<file path="config.mk">
export PLATFORM = sky130hd
export DESIGN_NAME = debounced_posture_light_alarm_core
export DESIGN_NICKNAME = d
export VERILOG_FILES = /design/src/dpla_pkg.sv /design/src/dpla_debounce_lane.sv /design/src/dpla_merge.sv /design/src/debounced_posture_light_alarm_core.sv
export SDC_FILE = /design/constraint.sdc
export NUM_CORES = 1
export LEC_CHECK = 0
export ABC_AREA = 1
export CAP_MARGIN = 5
export CORE_ASPECT_RATIO = 0.75
export CORE_UTILIZATION = 48
export DETAILED_ROUTE_END_ITERATION = 6
export DONT_BUFFER_PORTS = 1
export GPL_TIMING_DRIVEN = 0
export SETUP_SLACK_MARGIN = 0.15
export SYNTH_ARGS = -nofsm -noshare
export SYNTH_HDL_FRONTEND = slang
export SYNTH_SLANG_ARGS = --single-unit
</file>
<file path="constraint.sdc">
create_clock -name clock -period 6.9 [get_ports clock]
set_input_delay 1.38 -clock clock [delete_from_list [all_inputs] [get_ports clock]]
set_output_delay 1.38 -clock clock [all_outputs]
set_load 0.05 [all_outputs]
</file>
<file path="src/dpla_pkg.sv">
package dpla_pkg;

   localparam int NUM_BUTTONS = 3;

   // button lane order
   localparam int BTN_START   = 0;
   localparam int BTN_DETECT  = 1;
   localparam int BTN_SPEAKER = 2;

   localparam int CSR_INDEX_WIDTH = 3;
   localparam int CSR_DATA_WIDTH  = 16;

   typedef enum logic [CSR_INDEX_WIDTH-1:0] {
      CSR_DEBOUNCE_MS   = 3'd0,
      CSR_DISTANCE_LOW  = 3'd1,
      CSR_DISTANCE_HIGH = 3'd2,
      CSR_LUX_LOW       = 3'd3,
      CSR_LUX_HIGH      = 3'd4
   } csr_index_type;

   localparam logic [7:0]  DEBOUNCE_MS_RESET   = 8'd50;
   localparam logic [15:0] DISTANCE_LOW_RESET  = 16'd200;
   localparam logic [15:0] DISTANCE_HIGH_RESET = 16'd600;
   localparam logic [15:0] LUX_LOW_RESET       = 16'd200;
   localparam logic [15:0] LUX_HIGH_RESET      = 16'd900;

   // notification modes, stepped by the detect button
   localparam logic [1:0] MODE_ALERT_SENT = 2'd0;
   localparam logic [1:0] MODE_ALERT_ONLY = 2'd1;

   typedef enum logic [1:0] {
      MSG_FINE     = 2'd0,
      MSG_DISTANCE = 2'd1,
      MSG_LIGHT    = 2'd2
   } msg_type;

   typedef enum logic [1:0] {
      TONE_NONE    = 2'd0,
      TONE_CLICK   = 2'd1,
      TONE_ALERT   = 2'd2,
      TONE_SILENCE = 2'd3
   } tone_type;

   typedef struct packed {
      logic [7:0]  debounce_ms;
      logic [15:0] distance_low;
      logic [15:0] distance_high;
      logic [15:0] lux_low;
      logic [15:0] lux_high;
   } cfg_type;

   typedef struct packed {
      logic     running;
      logic [1:0] mode;
      logic     start_pressed;
      logic     detect_pressed;
      logic     speaker_pressed;
      msg_type  message_code;
      logic     send_message;
      tone_type tone_command;
   } rsp_type;

endpackage

</file>
<file path="src/dpla_debounce_lane.sv">
module dpla_debounce_lane #(
   parameter int TIME_WIDTH = 32
) (
   input  logic                  clock,
   input  logic                  reset,
   input  logic                  accept,
   input  logic                  raw_level,
   input  logic [TIME_WIDTH-1:0] now,
   input  logic [7:0]            debounce_ms,
   output logic                  pressed
);
   import dpla_pkg::*;

   logic                  stable_ff, stable_in;
   logic                  prev_raw_ff;
   logic [TIME_WIDTH-1:0] change_time_ff, change_time_in;
   logic [TIME_WIDTH-1:0] elapsed;
   logic                  settled;

   always_comb begin
      // a raw edge restarts the hold time
      change_time_in = (raw_level != prev_raw_ff) ? now : change_time_ff;
      elapsed        = now - change_time_in;
      settled        = elapsed > TIME_WIDTH'(debounce_ms);
      stable_in      = (settled && (raw_level != stable_ff)) ? raw_level : stable_ff;
      pressed        = settled && (raw_level != stable_ff) && raw_level;
   end

   always_ff @(posedge clock) begin
      if (reset) begin
         stable_ff      <= 1'b1;
         prev_raw_ff    <= 1'b1;
         change_time_ff <= '0;
      end else if (accept) begin
         stable_ff      <= stable_in;
         prev_raw_ff    <= raw_level;
         change_time_ff <= change_time_in;
      end
   end

endmodule

</file>
<file path="src/dpla_merge.sv">
module dpla_merge (
   input  logic                               clock,
   input  logic                               reset,
   input  logic                               accept,
   input  logic [dpla_pkg::NUM_BUTTONS-1:0]   pressed,
   input  logic [15:0]                        distance_mm,
   input  logic [15:0]                        light_lux,
   input  dpla_pkg::cfg_type                  cfg,
   output dpla_pkg::rsp_type                  result
);
   import dpla_pkg::*;

   logic       running_ff, running_in;
   logic [1:0] mode_ff, mode_in;
   msg_type    code;
   tone_type   tone;
   logic       send;
   logic       dist_fault, lux_fault;

   always_comb begin
      running_in = running_ff ^ pressed[BTN_START];
      mode_in    = (running_in && pressed[BTN_DETECT]) ? mode_ff + 2'd1 : mode_ff;

      dist_fault = (distance_mm < cfg.distance_low) || (distance_mm > cfg.distance_high);
      lux_fault  = (light_lux < cfg.lux_low) || (light_lux > cfg.lux_high);

      code = MSG_FINE;
      send = 1'b0;
      tone = (|pressed) ? TONE_CLICK : TONE_NONE;

      if (running_in) begin
         priority if (dist_fault) code = MSG_DISTANCE;
         else if (lux_fault)      code = MSG_LIGHT;
         else                     code = MSG_FINE;

         if (code == MSG_FINE) begin
            send = 1'b1;
         end else begin
            unique case (mode_in)
               MODE_ALERT_SENT: begin
                  send = 1'b1;
                  tone = TONE_ALERT;
               end
               MODE_ALERT_ONLY: tone = TONE_ALERT;
               default: begin
                  send = 1'b1;
                  tone = TONE_SILENCE;
               end
            endcase
         end
      end

      result.running         = running_in;
      result.mode            = mode_in;
      result.start_pressed   = pressed[BTN_START];
      result.detect_pressed  = pressed[BTN_DETECT];
      result.speaker_pressed = pressed[BTN_SPEAKER];
      result.message_code    = code;
      result.send_message    = send;
      result.tone_command    = tone;
   end

   always_ff @(posedge clock) begin
      if (reset) begin
         running_ff <= 1'b0;
         mode_ff    <= 2'd0;
      end else if (accept) begin
         running_ff <= running_in;
         mode_ff    <= mode_in;
      end
   end

endmodule

</file>
<file path="src/debounced_posture_light_alarm_core.sv">
// Debounced posture and light alarm.
// Input channel (req_): one poll per transaction with three raw button levels,
// a millisecond timestamp, a distance and a light reading. Each button has its
// own debounce lane; a merge stage toggles running, steps the mode, classifies
// the readings against the distance and lux windows and picks the tone.
// Result channel (rsp_): exactly one transaction per poll, in order.
// Each result is registered in the output register, or in the skid register when the output is held.
// Throughput: one poll per cycle while req_stall is low; the lanes and the merge
// stage are a single compare-and-select level ahead of the output register.
// A two-entry output buffer (output register plus skid register) lets one
// more poll be accepted while a result waits; req_stall rises only when both
// entries are full, and rsp_ payloads hold while rsp_stall is high.
// Configuration (csr_): registers 0..4 are debounce_ms, distance_low,
// distance_high, lux_low, lux_high; the user must write them only while idle
// (the block does not enforce it); other indexes are ignored.
// Reset (synchronous): config returns to 50/200/600/200/900, all buttons read
// released, change times zero, not running, mode 0, output buffer empty.
module debounced_posture_light_alarm_core #(
   parameter int TIME_WIDTH = 32
) (
   input  logic        clock,
   input  logic        reset,
   input  logic        req_valid,
   output logic        req_stall,
   input  logic        req_start_level,
   input  logic        req_detect_level,
   input  logic        req_speaker_level,
   input  logic [31:0] req_time_ms,
   input  logic [15:0] req_distance_mm,
   input  logic [15:0] req_light_lux,
   output logic        rsp_valid,
   input  logic        rsp_stall,
   output logic        rsp_running,
   output logic [1:0]  rsp_mode,
   output logic        rsp_start_pressed,
   output logic        rsp_detect_pressed,
   output logic        rsp_speaker_pressed,
   output logic [1:0]  rsp_message_code,
   output logic        rsp_send_message,
   output logic [1:0]  rsp_tone_command,
   input  logic        csr_write_enable,
   input  logic [dpla_pkg::CSR_INDEX_WIDTH-1:0] csr_index,
   input  logic [dpla_pkg::CSR_DATA_WIDTH-1:0]  csr_data
);
   import dpla_pkg::*;

   cfg_type cfg_ff;
   rsp_type result;
   rsp_type out_ff, skid_ff;
   logic    out_valid_ff, skid_valid_ff;
   logic    accept, out_take;

   logic [NUM_BUTTONS-1:0] raw_levels;
   logic [NUM_BUTTONS-1:0] pressed;
   logic [63:0]            time_wide;
   logic [TIME_WIDTH-1:0]  now;

   assign req_stall = skid_valid_ff;
   assign accept    = req_valid && !req_stall;
   assign out_take  = out_valid_ff && !rsp_stall;

   assign time_wide  = {32'd0, req_time_ms};
   assign now        = time_wide[TIME_WIDTH-1:0];
   assign raw_levels = {req_speaker_level, req_detect_level, req_start_level};

   always_ff @(posedge clock) begin
      if (reset) begin
         cfg_ff.debounce_ms   <= DEBOUNCE_MS_RESET;
         cfg_ff.distance_low  <= DISTANCE_LOW_RESET;
         cfg_ff.distance_high <= DISTANCE_HIGH_RESET;
         cfg_ff.lux_low       <= LUX_LOW_RESET;
         cfg_ff.lux_high      <= LUX_HIGH_RESET;
      end else if (csr_write_enable) begin
         case (csr_index)
            CSR_DEBOUNCE_MS:   cfg_ff.debounce_ms   <= csr_data[7:0];
            CSR_DISTANCE_LOW:  cfg_ff.distance_low  <= csr_data;
            CSR_DISTANCE_HIGH: cfg_ff.distance_high <= csr_data;
            CSR_LUX_LOW:       cfg_ff.lux_low       <= csr_data;
            CSR_LUX_HIGH:      cfg_ff.lux_high      <= csr_data;
            default: ;
         endcase
      end
   end

   for (genvar i = 0; i < NUM_BUTTONS; i++) begin : g_lane
      dpla_debounce_lane #(
         .TIME_WIDTH (TIME_WIDTH)
      ) u_lane (
         .clock       (clock),
         .reset       (reset),
         .accept      (accept),
         .raw_level   (raw_levels[i]),
         .now         (now),
         .debounce_ms (cfg_ff.debounce_ms),
         .pressed     (pressed[i])
      );
   end

   dpla_merge u_merge (
      .clock       (clock),
      .reset       (reset),
      .accept      (accept),
      .pressed     (pressed),
      .distance_mm (req_distance_mm),
      .light_lux   (req_light_lux),
      .cfg         (cfg_ff),
      .result      (result)
   );

   // output register with skid entry behind it
   always_ff @(posedge clock) begin
      if (reset) begin
         out_valid_ff  <= 1'b0;
         skid_valid_ff <= 1'b0;
      end else if (skid_valid_ff) begin
         if (out_take) begin
            out_ff        <= skid_ff;
            skid_valid_ff <= 1'b0;
         end
      end else if (accept) begin
         if (!out_valid_ff || out_take) begin
            out_ff       <= result;
            out_valid_ff <= 1'b1;
         end else begin
            skid_ff       <= result;
            skid_valid_ff <= 1'b1;
         end
      end else if (out_take) begin
         out_valid_ff <= 1'b0;
      end
   end

   assign rsp_valid           = out_valid_ff;
   assign rsp_running         = out_ff.running;
   assign rsp_mode            = out_ff.mode;
   assign rsp_start_pressed   = out_ff.start_pressed;
   assign rsp_detect_pressed  = out_ff.detect_pressed;
   assign rsp_speaker_pressed = out_ff.speaker_pressed;
   assign rsp_message_code    = out_ff.message_code;
   assign rsp_send_message    = out_ff.send_message;
   assign rsp_tone_command    = out_ff.tone_command;

   // skid entry is only ever filled behind a held output
   assert property (@(posedge clock) disable iff (reset) skid_valid_ff |-> out_valid_ff)
      else $error("skid entry valid with empty output register");

   // a stalled result stays valid and unchanged in the output register
   assert property (@(posedge clock) disable iff (reset)
      (out_valid_ff && rsp_stall) |=> (out_valid_ff && $stable(out_ff)))
      else $error("stalled result changed");

   assert property (@(posedge clock) disable iff (reset)
      (rsp_valid && !rsp_running) |->
         (rsp_message_code == MSG_FINE && !rsp_send_message &&
          (rsp_tone_command == TONE_NONE || rsp_tone_command == TONE_CLICK)))
      else $error("classification output while not running");

   assert property (@(posedge clock) disable iff (reset)
      (rsp_valid && (rsp_start_pressed || rsp_detect_pressed || rsp_speaker_pressed)) |->
         (rsp_tone_command != TONE_NONE))
      else $error("button press without tone");

endmodule

</file>
==> run metrics <==
via count 17318; total track usage 32.71%; busiest grt layer met1; Final min period 6.136 ns; CP startpoint kind input pin; CP Capture Type flip-flop; #FFs+latches synth 201; CTS clock-pin slew for the worst setup and hold paths 0.06 ns; Skew-Pair Late Insertion Delay 0.54 ns; Vias/cell 5.606; Post-Layout Cell Count 3089; Hold Fails Final Rpt 0; Seq/Total Area, Yosys 25.39%; mux cell area share after synthesis 0%; Iter 0 DRT Violations 1593; area fraction of the dominant cell type after synthesis 21.44%; Hold Startpoint cfg_ff[60]; Mean Syn Cell Area 6.440 µm²; RSZ-0062 raised after global routing no; VDD IR max 0.2097 mV; CP max stage delay 0.58 ns; EDFF count, synth 22; IO Pins 104; leading post-synthesis cells by cell area dfxtp_1 21%, nand2_1 13%, ha_1 13%, inv_1 9.2%, o21ai_0 8.6%; final worst slack 0.7637 ns; power per cell area 235.0 nW/µm²; most common cell after layout, fill and taps aside nand2_1; vias in the first global route 15810; Routed WL 58.40 mm; chip height 163.6 µm; CTS tree yes; Synth Area in Compound Gates 22.54%; drt wl/cell 18.90 µm; routability cong. 0.9644; skew final 0.01953 ns; count of different cell masters after synthesis 47; CP Data Required Time 7.29 ns; Post-Synth Adder-Cell Area 12.81%; Synth Area in Simple Gates 25.90%; post-synthesis xor/xnor area fraction 2.253%; Cell Area, Synth 16720 µm²; HPWL Detailed 48.31 mm; final hold slack 0.4579 ns; status finished, final reports clean; largest family of logic cells by synthesized area simple AND/OR/NAND/NOR gates; grt ovf 0; CTS H-tree lvls 1; CTS buffer count 23; fin util 53.34%; Worst R2R End rsp_tone_command[0]; Inst Count DP 3047; M2 GR Usage 46.41%; layout cell share with drive strength beyond 1 3.903%; Max-cap violations 0; Syn Nets 2857; period utilization 88.93%; area delta synth->final 8.135%; Final ANT Viol Nets 0; Reg2Reg Depth 22; CP max FO 10; Multi-input gate area 10620 µm²; Bufs on Longest Clock Path 3; worst reg2reg path startpoint g_lane[2].u_lane.prev_raw_ff; YS warnings 0; I/O Buffers 0; clk root buf clkbuf_16; fin nets 2883; antenna diode count 0; most frequent cells in the layout 576 x nand2_1, 411 x inv_1, 287 x o21ai_0; Design Area, Final 18080 µm²; # setup viols final 0; grt met1 use 49.16%; worst-margin pin slew 1.167 ns; Max Slew Vio Count 0; hold endpoint cfg_ff[60]; Die W 217.5 µm; Critical Path AT 6.53 ns; Crit path top cell by count nand2_1; met3 Resource Use GR 7.747%; async set-reset flop share out of synthesis 0%; drt pass-1 iters 5; FF/Latch Area 4244 µm²; worst reg-to-reg setup slack 1.23 ns; clock sinks 201; Setup TNS 0 ns; Synth area leader dfxtp_1; Hold Path Depth 2; largest net degree at the start of global routing 15; total power after layout 4.248 mW; Placed Area 17290 µm²; initial antenna violation count 1; worst hold path class reg -> reg; total core area 33890 µm²; Most used DFF post-synth dfxtp_1; leak pwr 8.639 nW; Syn Inst Count 2596; DRC Markers 0; Initial Util 49.33%; critical path's slowest cell o21ai_1; Fill cells 3438; die area 35590 µm²; Max-slew headroom 21.59%; num rows 58; worst-path cell chain xor2_2 -> clkbuf_1 -> clkbuf_1 -> nand2_1 -> o21ai_0 -> ha_1 -> inv_1 -> o21bai_1 -> a21oi_1 -> o21ai_0 -> xor2_1 -> ha_1 -> nand2_1 -> nor2_1 -> nand2_1 -> o211ai_1 -> nor2_1 -> o21ai_1 -> nand3_1 -> o2111ai_1 -> nand3_1 -> nand2_1; post-CTS setup buffer count 0; first-pass GRT wire length 89.25 mm; pre-CTS WS -0.03994 ns; critical path start-end classification in -> reg; Max Freq 163.0 MHz
worst max path at each step:
stage	start	endpoint	slack [ns]	depth (start not counted)
after floorplan	req_detect_level	rsp_tone_command[0]	1.90	27
after detailed placement	req_speaker_level	rsp_tone_command[0]	-0.04	22
after CTS	req_speaker_level	rsp_tone_command[0]	0.43	22
after global placement	req_speaker_level	rsp_tone_command[0]	-0.02	22
after global routing	req_speaker_level	rsp_tone_command[0]	0.32	22
final	req_speaker_level	rsp_tone_command[0]	0.76	22
where the power goes:
group          total, mW  internal, mW  switching, mW
Clock               1.30         0.755          0.541
Combinational       1.64         0.557           1.08
Sequential          1.31          1.26         0.0509
Total               4.25          2.57           1.68
flip-flops by register name, indices dropped and copies added (netlist names), 2 cells and up:
register                      count
cfg_ff                           72
g_lane.u_lane.change_time_ff     96
g_lane.u_lane.prev_raw_ff         3
g_lane.u_lane.stable_ff           3
rsp_message_code                  2
rsp_mode                          2
rsp_tone_command                  2
skid_ff                          11
u_merge.mode_ff                   2
cells by family (layout without fill, tap and decap cells):
| kind of cell | Yosys count | after routing |
|---|---|---|
| adder cells (fa/ha/maj) | 170 | 170 |
| flip-flops | 201 | 201 |
| AND/OR/NAND/NOR | 1008 | 1008 |
| XOR/XNOR | 43 | 43 |
| buffers and inverters | 490 | 533 |
| AO/OA/AOI/OAI | 684 | 684 |
what timing repair did:
action                                  CTS  global route
endpoints found under the setup margin    0             5
gates resized for setup                   0             2
hold buffers                              0             0
synthesized netlist by cell type, types with 3 or more instances:
master / n
o31ai_1: 3
a211oi_1: 3
nor2_1: 187
o211ai_1: 65
inv_1: 411
a21o_1: 11
nand2_2: 15
clkbuf_1: 66
nand4_1: 31
a21oi_1: 254
nor4_1: 8
nand3b_1: 9
o221ai_1: 6
nand3_1: 111
nand2_4: 4
xor2_1: 30
o2111ai_1: 3
a21boi_0: 5
ha_1: 168
o21ai_0: 288
o21ai_1: 6
a31oi_1: 13
o21a_1: 7
xnor2_1: 13
nand3_2: 15
dfxtp_1: 179
or2_2: 3
nor3_2: 3
inv_2: 4
nand2_1: 576
o21bai_1: 13
nor2_2: 10
buf_1: 4
nor3_1: 30
edfxtp_1: 22
final cells by class:
type	count	area share, %
multi-input cells	1905	58.77
well taps	450	3.115
inverters	418	8.693
plain buffers	72	1.578
clock buffers	28	3.398
flip-flops and latches	201	23.48
clock inverters	14	0.9413
repair buffers	1	0.02769
critical path, delay by kind of cell:
kind                       cells  cell delay, ns
AOI/OAI and AO/OA              7            1.81
and+or+nand+nor                8            1.03
xor gates and xnor gates       2            0.62
buffers and inverters          3            1.00
adders and majority gates      2            0.68
metal layers:
metal	wire length (µm)	vias to the layer above	share of wire, %
met4	1149	2	2.0
li1	-	8701	-
met1	28660	7956	49
met2	22790	602	39
met3	5734	57	9.8
met5	69	-	0.12
(Power assumes the default switching activity.)
